File: src/rtl/core/spva_pkg.sv
// Package for the via/avoid shortest-path block: sizes, command and status codes.
// No dependencies.
package spva_pkg;
   localparam int NODE_COUNT    = 64;
   localparam int EDGE_CAPACITY = 256;
   localparam int COST_BITS     = 16;
   localparam int NODE_W = $clog2(NODE_COUNT);
   localparam int EIDX_W = $clog2(EDGE_CAPACITY);
   localparam int ECNT_W = $clog2(EDGE_CAPACITY + 1);
   localparam int DIST_W = COST_BITS + NODE_W + 1;
   localparam int ROUTE_W = 24;
   localparam int NODE_F_W = 6;
   localparam int COST_F_W = 16;
   localparam logic [ROUTE_W-1:0] ROUTE_MAX = '1;

   typedef enum logic [1:0] {
      CMD_ADD = 2'd0, CMD_QUERY = 2'd1, CMD_CLEAR = 2'd2, CMD_NONE = 2'd3
   } cmd_type;

   typedef enum logic [1:0] {
      ST_OK = 2'd0, ST_UNREACH = 2'd1, ST_FULL = 2'd2
   } status_type;

   typedef struct packed {
      logic [1:0]          cmd;
      logic [NODE_F_W-1:0] node_a;
      logic [NODE_F_W-1:0] node_b;
      logic [COST_F_W-1:0] edge_cost;
      logic [NODE_F_W-1:0] via_node;
      logic [NODE_F_W-1:0] avoid_node;
   } req_type;

   typedef struct packed {
      logic [ROUTE_W-1:0] route_cost;
      logic [1:0]         status;
   } rsp_type;

   typedef struct packed {
      logic [NODE_W-1:0]    a;
      logic [NODE_W-1:0]    b;
      logic [COST_BITS-1:0] cost;
   } edge_type;

   // leg search control between top level and search engine
   typedef struct packed {
      logic              start;
      logic [NODE_W-1:0] src;
      logic [NODE_W-1:0] dst;
      logic [NODE_W-1:0] avoid;
   } leg_cmd_type;

   typedef struct packed {
      logic              done;
      logic              found;
      logic [DIST_W-1:0] cost;
   } leg_res_type;
endpackage

File: src/rtl/core/spva_leg.sv
// One Dijkstra leg by repeated minimum scans over a node distance memory.
// Depends on spva_pkg; reads the edge memory through a registered read port.
module spva_leg (
   input  logic                   clock,
   input  logic                   reset,
   input  spva_pkg::leg_cmd_type  leg_cmd,
   output spva_pkg::leg_res_type  leg_res,
   input  logic [spva_pkg::ECNT_W-1:0] edge_count,
   output logic [spva_pkg::EIDX_W-1:0] edge_addr,
   input  spva_pkg::edge_type     edge_data
);
   import spva_pkg::*;

   typedef enum logic [2:0] {
      S_IDLE, S_INIT, S_SCAN, S_PICK, S_RELAX, S_FINAL, S_DONE
   } state_type;

   // per-node distance memory; reached/settled as flip-flop flags
   logic [DIST_W-1:0] dist_mem [NODE_COUNT];
   logic [DIST_W-1:0] dist_rd;
   logic [NODE_W-1:0] dist_raddr;
   logic              dist_we;
   logic [NODE_W-1:0] dist_waddr;
   logic [DIST_W-1:0] dist_wdata;

   logic [NODE_COUNT-1:0] reached_ff, settled_ff;
   state_type         state_ff;
   logic [NODE_W-1:0] src_ff, dst_ff, avoid_ff;
   logic [NODE_W:0]   scan_ff;          // scan counter incl. one flush step
   logic              scan_v_ff;        // previous read is a candidate
   logic [NODE_W-1:0] scan_n_ff;
   logic              best_v_ff;
   logic [NODE_W-1:0] best_ff;
   logic [DIST_W-1:0] best_d_ff;
   logic [ECNT_W-1:0] eidx_ff;
   logic              e_v_ff;
   logic [DIST_W-1:0] other_d_ff;      // write forwarded into the next read
   logic              fwd_v_ff;
   logic              other_v_ff;
   logic [NODE_W-1:0] other_ff;
   logic [DIST_W-1:0] nd_ff;
   logic              done_ff, found_ff;
   logic [DIST_W-1:0] cost_ff;

   // relax stage 1: edge data valid -> compute neighbor
   logic [NODE_W-1:0] nb;
   logic              nb_hit;
   always_comb begin
      nb = edge_data.b;
      nb_hit = 1'b0;
      if (edge_data.a == best_ff) begin
         nb = edge_data.b; nb_hit = 1'b1;
      end else if (edge_data.b == best_ff) begin
         nb = edge_data.a; nb_hit = 1'b1;
      end
      if (nb == avoid_ff) nb_hit = 1'b0;
   end

   assign edge_addr = eidx_ff[EIDX_W-1:0];

   always_comb begin
      dist_raddr = scan_ff[NODE_W-1:0];
      if (state_ff == S_RELAX) dist_raddr = nb;
      if (state_ff == S_FINAL) dist_raddr = dst_ff;
   end

   // second relax stage compares and writes; a write to the node read in
   // the same cycle is forwarded
   logic [DIST_W-1:0] od_cur;
   always_comb begin
      od_cur = fwd_v_ff ? other_d_ff : dist_rd;
      dist_we = 1'b0;
      dist_waddr = other_ff;
      dist_wdata = nd_ff;
      if (state_ff == S_INIT) begin
         dist_we = 1'b1; dist_waddr = src_ff; dist_wdata = '0;
      end else if (other_v_ff &&
                   (!reached_ff[other_ff] || nd_ff < od_cur)) begin
         dist_we = 1'b1;
      end
   end

   always_ff @(posedge clock) begin
      dist_rd <= dist_mem[dist_raddr];
      if (dist_we) dist_mem[dist_waddr] <= dist_wdata;
   end

   always_ff @(posedge clock) begin
      if (reset) begin
         state_ff <= S_IDLE;
         done_ff <= 1'b0;
         reached_ff <= '0;
         settled_ff <= '0;
         e_v_ff <= 1'b0;
         other_v_ff <= 1'b0;
         fwd_v_ff <= 1'b0;
         scan_v_ff <= 1'b0;
      end else begin
         done_ff <= 1'b0;
         unique case (state_ff)
            S_IDLE: begin
               if (leg_cmd.start) begin
                  src_ff <= leg_cmd.src;
                  dst_ff <= leg_cmd.dst;
                  avoid_ff <= leg_cmd.avoid;
                  reached_ff <= '0;
                  settled_ff <= '0;
                  state_ff <= S_INIT;
               end
            end
            S_INIT: begin
               reached_ff[src_ff] <= 1'b1;
               scan_ff <= '0;
               scan_v_ff <= 1'b0;
               best_v_ff <= 1'b0;
               state_ff <= S_SCAN;
            end
            S_SCAN: begin
               if (scan_v_ff && (!best_v_ff || dist_rd < best_d_ff)) begin
                  best_v_ff <= 1'b1;
                  best_ff <= scan_n_ff;
                  best_d_ff <= dist_rd;
               end
               scan_n_ff <= scan_ff[NODE_W-1:0];
               scan_v_ff <= (scan_ff < (NODE_W+1)'(NODE_COUNT)) &&
                            reached_ff[scan_ff[NODE_W-1:0]] &&
                            !settled_ff[scan_ff[NODE_W-1:0]];
               if (scan_ff == (NODE_W+1)'(NODE_COUNT)) state_ff <= S_PICK;
               else scan_ff <= scan_ff + 1'b1;
            end
            S_PICK: begin
               if (!best_v_ff) begin
                  state_ff <= S_FINAL;
               end else begin
                  settled_ff[best_ff] <= 1'b1;
                  eidx_ff <= '0;
                  e_v_ff <= 1'b0;
                  other_v_ff <= 1'b0;
                  fwd_v_ff <= 1'b0;
                  state_ff <= S_RELAX;
               end
            end
            S_RELAX: begin
               // stage A: issue edge read; stage B: neighbor dist read;
               // stage C: compare/write
               if (eidx_ff < edge_count) begin
                  eidx_ff <= eidx_ff + 1'b1;
                  e_v_ff <= 1'b1;
               end else begin
                  e_v_ff <= 1'b0;
               end
               other_v_ff <= e_v_ff && nb_hit;
               other_ff <= nb;
               nd_ff <= best_d_ff + DIST_W'(edge_data.cost);
               if (dist_we && other_v_ff) reached_ff[other_ff] <= 1'b1;
               fwd_v_ff <= dist_we && (dist_waddr == nb);
               other_d_ff <= dist_wdata;
               if (!e_v_ff && !other_v_ff && !(eidx_ff < edge_count)) begin
                  scan_ff <= '0;
                  scan_v_ff <= 1'b0;
                  best_v_ff <= 1'b0;
                  state_ff <= S_SCAN;
               end
            end
            S_FINAL: begin
               state_ff <= S_DONE;
            end
            S_DONE: begin
               done_ff <= 1'b1;
               found_ff <= reached_ff[dst_ff];
               cost_ff <= dist_rd;
               state_ff <= S_IDLE;
            end
            default: state_ff <= S_IDLE;
         endcase
      end
   end

   assign leg_res.done  = done_ff;
   assign leg_res.found = found_ff;
   assign leg_res.cost  = cost_ff;
endmodule

File: config.mk
export PLATFORM = sky130hd
export DESIGN_NAME = spva_leg
export DESIGN_NICKNAME = d
export VERILOG_FILES = /design/src/rtl/core/spva_pkg.sv /design/src/rtl/core/spva_leg.sv
export SDC_FILE = /design/constraint.sdc
export NUM_CORES = 2
export LEC_CHECK = 0
export BUFFER_PORTS_ARGS = -buffer_cell sky130_fd_sc_hd__buf_2
export CAP_MARGIN = 25
export CORE_ASPECT_RATIO = 1.2
export CORE_MARGIN = 8
export CORE_UTILIZATION = 39
export CTS_CLUSTER_SIZE = 40
export DETAILED_ROUTE_END_ITERATION = 16
export PLACE_DENSITY = 0.6
export SETUP_SLACK_MARGIN = 0.2
export SLEW_MARGIN = 10
export SYNTH_ARGS = -nofsm -noshare
export SYNTH_HDL_FRONTEND = slang
export SYNTH_SLANG_ARGS = --single-unit
File: constraint.sdc
create_clock -name clock -period 11.5 [get_ports clock]
set_input_delay 1.725 -clock clock [delete_from_list [all_inputs] [get_ports clock]]
set_output_delay 1.725 -clock clock [all_outputs]
set_load 0.02 [all_outputs]
# [Word level (Yosys, flattened, before mapping)]
# Memory sizes are Yosys's and may differ from the RTL's. A register that Yosys moved wholly into a read port is not among the register bits.
# Index checks and enable logic that the tools add are counted.
[totals] in_bits=58 ram_bits=1472 word_cells=153 rom_bits=0 regBits=282 memories=1 out_inout_bits=33 latch_bits=0
[memory_table] memory="dist_mem" depth=64 word_bits=23 rd=1 rd_ports_with_merged_regs=1 write_ports=1 line_no="spva_leg.sv:19" rtl="logic [DIST_W-1:0] dist_mem [NODE_COUNT];"
[classes] muxes=54 n_eq_ne=19 n_div=0 n_addsub=3 n_bitwise=4 shift=0 reduce_logical=38 magnitude_cmp=12 n_mul=0
[ops] operator="64-bit two-way mux" n=3
[ops] operator="64-bit bitwise OR" n=3
[ops] operator="64-bit one-hot mux with 3 select lines" n=1
[ops] operator="64-bit one-hot mux with 2 select lines" n=1
[ops] operator="23-bit less-than comparator" n=2
[ops] operator="23-bit two-way mux" n=2
[ops] operator="6-bit by 7-bit less-than comparator with 1-bit output, second input constant" n=5
[ops] operator="6-bit two-way mux" n=5
[ops] operator="1-bit binary-select mux with 6-bit select" n=4
[ops] operator="6-bit == test" n=4
[ops] operator="23-bit by 16-bit adder with 23-bit output" n=1
[ops] operator="7-bit one-hot mux with 3 select lines" n=1
[ops] operator="1-bit two-way mux" n=20
[ops] operator="1-bit demux with 6-bit select" n=3
[ops] operator="6-bit by 1-bit >= comparator with 1-bit output, second input constant" n=3
[ops] operator="9-bit two-way mux" n=2
[ops] operator="3-bit one-hot mux with 6 select lines" n=1
[ops] operator="9-bit one-hot mux with 2 select lines" n=1
[ops] operator="3-bit AND reduction" n=5
[ops] operator="7-bit two-way mux" n=2
[ops] operator="1-bit logical AND" n=12
[ops] operator="4-bit AND reduction" n=3
[ops] operator="2-bit != test, second input constant" n=5
[ops] operator="2-bit AND reduction" n=5
[ops] operator="18 further kinds" n=36

# [Logic depth before layout (Yosys ltp)]
[depth] word_depth=10 mapped_depth=17 ltp_nobuf=13

# [Least setup slack after synthesis]
# OpenSTA, ideal clock, no wires.
[synth_path] path_type="input-to-reg" from="in reset" to="reg reached_ff[12]" setup_time_ns=0.060 path_slack_ns=6.308 t_arrival_ns=5.132 path_buffers=2 path_stages=6 required_time_ns=11.440 cell_sequence="clkbuf_1 > nor2_1 > nand3_1 > nand2_1 > clkbuf_1 > a22o_1"
[synth_rtl] element="start, declared" line_no="spva_leg.sv:5" rtl="input logic reset,"
[synth_rtl] element="end signal, assigned" line_no="spva_leg.sv:92" rtl="reached_ff <= '0;"
[synth_rtl] element="end signal, assigned" line_no="spva_leg.sv:106" rtl="reached_ff <= '0;"
[synth_rtl] element="end signal, assigned by index" line_no="spva_leg.sv:112" rtl="reached_ff[src_ff] <= 1'b1;"
[synth_rtl] element="end, declared" line_no="spva_leg.sv:26" rtl="logic [NODE_COUNT-1:0] reached_ff, settled_ff;"

# [Worst setup path in the final report]
[layout_path] from="in edge_data[24] (netlist bit)" to="reg dist_rd[11], read port of dist_mem"
[layout_between] elab_chain_cells=4 word_cells_on_any_way=5 classes_between="eq/ne: 1; mux: 4"
[layout_lines] element="start, declared" line_no="spva_leg.sv:10" rtl="input spva_pkg::edge_type edge_data"
[layout_lines] element="6-bit == test or 6-bit two-way mux (tied branches)" line_no="spva_leg.sv:51, spva_leg.sv:53"
[layout_lines] element="6-bit two-way mux *" line_no="spva_leg.sv:51" rtl="if (edge_data.a == best_ff) begin"
[layout_lines] element="6-bit two-way mux *" line_no="spva_leg.sv:63" rtl="if (state_ff == S_RELAX) dist_raddr = nb;"
[layout_lines] element="6-bit two-way mux *" line_no="spva_leg.sv:64" rtl="if (state_ff == S_FINAL) dist_raddr = dst_ff;"
[layout_lines] element="end, declared" line_no="spva_leg.sv:20" rtl="logic [DIST_W-1:0] dist_rd;"
# Every way passes the cells marked *; elsewhere a longest branch is shown, timed or not.
# A chain may end at the register's enable or synchronous reset.

==> impl_metrics.toml <==
[setup_path]
cp_slowest_cell = "nor3_1"
critPathKind = "in -> reg"
path_cells = "buf_2, xor2_1, nor4_2, a211o_1, mux2i_4, a21o_4, buf_4, buf_4, nand2_1, nand3_1, a21oi_1, nor3_1, or4b_1"
critical_path.most_common_cell = "buf_4"
crit_path_max_incr_delay_ns = 0.84
crit_arrival_ns = 7.24
path_buf_inv = 3
start_kind = "primary input"
cp_top_family = "simple AND/OR/NAND/NOR gates"
cp-end-kind = "flip-flop"
cp_data_required_time_ns = 12.26
cp_max_fo = 74

[place]
dp_hpwl_um = 128000
pre_cts_ws_ns = 4.22
gp_congestion = 0.858
port_buffers = 90

[detailed_routing]
ant_nets = 0
vias = 46300
drt-pass1-iter-count = 6
routed_wirelength_um = 216000
viasPerCell = 5.70
drc = 0
wl_met2_um = 103000
drt-initial-drc-count = 5164
dr_wl_met3_um = 16800
drt-wirelength-per-cell_um = 26.6
wl_met1_um = 85100
dr.max_layer_used = "met5"

[grt]
grt_usage_pct = 20.7
grt_pass1_wl_um = 311000
first_global_vias = 44400
grt_overflow_total = 0
grt_antenna_before_repair = 11
grt_start_max_net_pins = 163

[power]
vdd_drop_max_mv = 0.116
power_leakage_nw = 28.0
total_power_w = 0.0146
power_density_nw_per_um2 = 178

[synth]
synth_flop_cell = "edfxtp_1"
synth_warnings = 0
netlist_instances = 5441
postSynth.asyncResetShare_pct = 0
yosysTopAreaCell = "edfxtp_1"
synth_nets = 5571
ys_ff_latch = 1777
ys_seq_area_share_pct = 70.7
yosysTopAreaCellShare_pct = 66.4
synth-edff-count = 1618
synth_common_cells = "edfxtp_1 (1618), nand2_1 (1089), nand3_1 (363), mux2i_1 (293), a21oi_1 (205)"
synth.most_common_cell = "edfxtp_1"
synth.area.top_cells = "edfxtp_1 (66%), nand2_1 (5.6%), dfxtp_1 (4.3%), mux2i_1 (4.0%), nand3_1 (2.5%)"
synth.distinct_cells = 75
netlist_area_sq_um = 73200
synth_area_per_cell_sq_um = 13.5

[floorplanning]
initial_core_util_pct = 39.1
coreArea_sq_um = 187000
num_io_pins = 91
rows = 174
die_area_sq_um = 202000
die_w_um = 411
die_y_um = 491

[outcome]
status = "finished, final reports clean"

[clock_network]
ctsResizeCount = 0
hold_buffers = 0
clkTransAtPathRegs_ns = 0.06
cts_tree = "built"
cts_buffers = 175
cts_setup_buffers = 0
clk_latency_ns = 0.82
max-clock-path-buffers = 3
cts_root_buf = "clkbuf_16"
cts_sinks = 1777
cts_max_level = 4

[layout]
multi_input_area_sq_um = 19900
layout-drive-gt1-share_pct = 11.4
area_growth_pct = 12.3
nFillCells = 16600
ff_latch_area_sq_um = 51800
nets = 5646

[timing]
final_hold_viol_count = 0
fin_worst_skew_ns = 0.0422
max_freq_mhz = 154
setup_tns_ns = 0
drv_slew = 0
post-route-period-util_pct = 56.4
slew_headroom_pct = 28.3
rsz0062_at_grt = "false"
finalSetupViolCount = 0
setup_ws_ns = 5.01
tightest_slew_ns = 1.07
fin_crit_ns = 6.49

[min_path]
hold_class = "reg -> reg"

[flow_run]
maxCapViolCount = 0
path summary, 6_finish.rpt:
| check | startpoint | end | slack, ns | cells past startpoint |
|---|---|---|---|---|
| min | scan_n_ff[2]$_DFFE_PP_ | best_ff[2]$_DFFE_PP_ | 0.42 | 0 |
| min reg2reg | scan_n_ff[2]$_DFFE_PP_ | best_ff[2]$_DFFE_PP_ | 0.42 | 0 |
| max | edge_data[24] | dist_rd[11]$_DFF_P_ | 5.01 | 13 |
| max reg2reg | best_ff[4]$_DFFE_PP_ | dist_rd[11]$_DFF_P_ | 5.37 | 12 |
power by group:
part	internal (W)	switching, W
Clock	0.00308	0.00243
Sequential	0.00718	0.000164
Combinational	0.000507	0.00128
Total	0.0108	0.00387
stage by stage:
stage               std cells  utilization [%]  area [sq um]  hold slack, ns
global placement         7786             41.0         76600           0.401
detailed placement       7800             41.0         76800           0.405
CTS                      8118             43.9         82200           0.418
floorplan                5441                -         73200           0.400
finish                   8126             44.0         82200           0.417
global route             8121             44.0         82200           0.424
placed cells by master (no fill, tap or decap), types with 52 or more instances in the layout:
| master | count |
|---|---|
| buf_4 | 126 |
| mux2i_1 | 293 |
| dfxtp_1 | 159 |
| a21oi_1 | 204 |
| nor2_2 | 52 |
| buf_2 | 95 |
| o22ai_1 | 84 |
| inv_1 | 93 |
| ha_1 | 71 |
| clkbuf_1 | 56 |
| nand2_1 | 1087 |
| nor2_1 | 120 |
| o21ai_0 | 106 |
| clkbuf_16 | 177 |
| nor3_1 | 61 |
| and3_1 | 82 |
| edfxtp_1 | 1618 |
| a32oi_1 | 68 |
| nand4_1 | 80 |
| nand3_1 | 363 |
cell type report:
class | instances | area share (%)
multi-input combinational | 3233 | 24.2
tap | 2464 | 3.75
antenna | 5 | 0.0152
inverter | 94 | 0.429
clock inverter | 80 | 0.854
clock buffer | 238 | 5.73
sequential | 1777 | 63.0
timing repair buffer | 235 | 2.03
kinds of logic (layout without fill, tap and decap cells):
group,Yosys count,after routing,synth area share [%]
xor+xnor,53,53,0.634
flops,1777,1777,70.7
other cells,0,5,0
compound gates,724,724,6.62
fa+ha+maj,72,72,1.24
simple gates,2048,2048,12.7
buf+inv,431,647,2.77
mux,336,336,5.29
state kept, by name, indices dropped and copies added (netlist names), 3 cells and up:
signal / cells
nd_ff: 23
cost_ff: 23
other_ff: 6
avoid_ff: 6
dst_ff: 6
best_ff: 6
reached_ff: 64
scan_n_ff: 6
state_ff: 3
dist_mem: 1472
scan_ff: 7
src_ff: 6
dist_rd: 23
settled_ff: 64
other_d_ff: 23
best_d_ff: 23
eidx_ff: 9
routing by layer:
metal | vias to the layer above | global-route usage (%)
met3 | 390 | 3.26
li1 | 20500 | -
met5 | - | 0
met4 | 4 | 9.38
met2 | 2043 | 33.9
met1 | 23300 | 27.1
No activity file was read; power rests on OpenSTA's default activity.
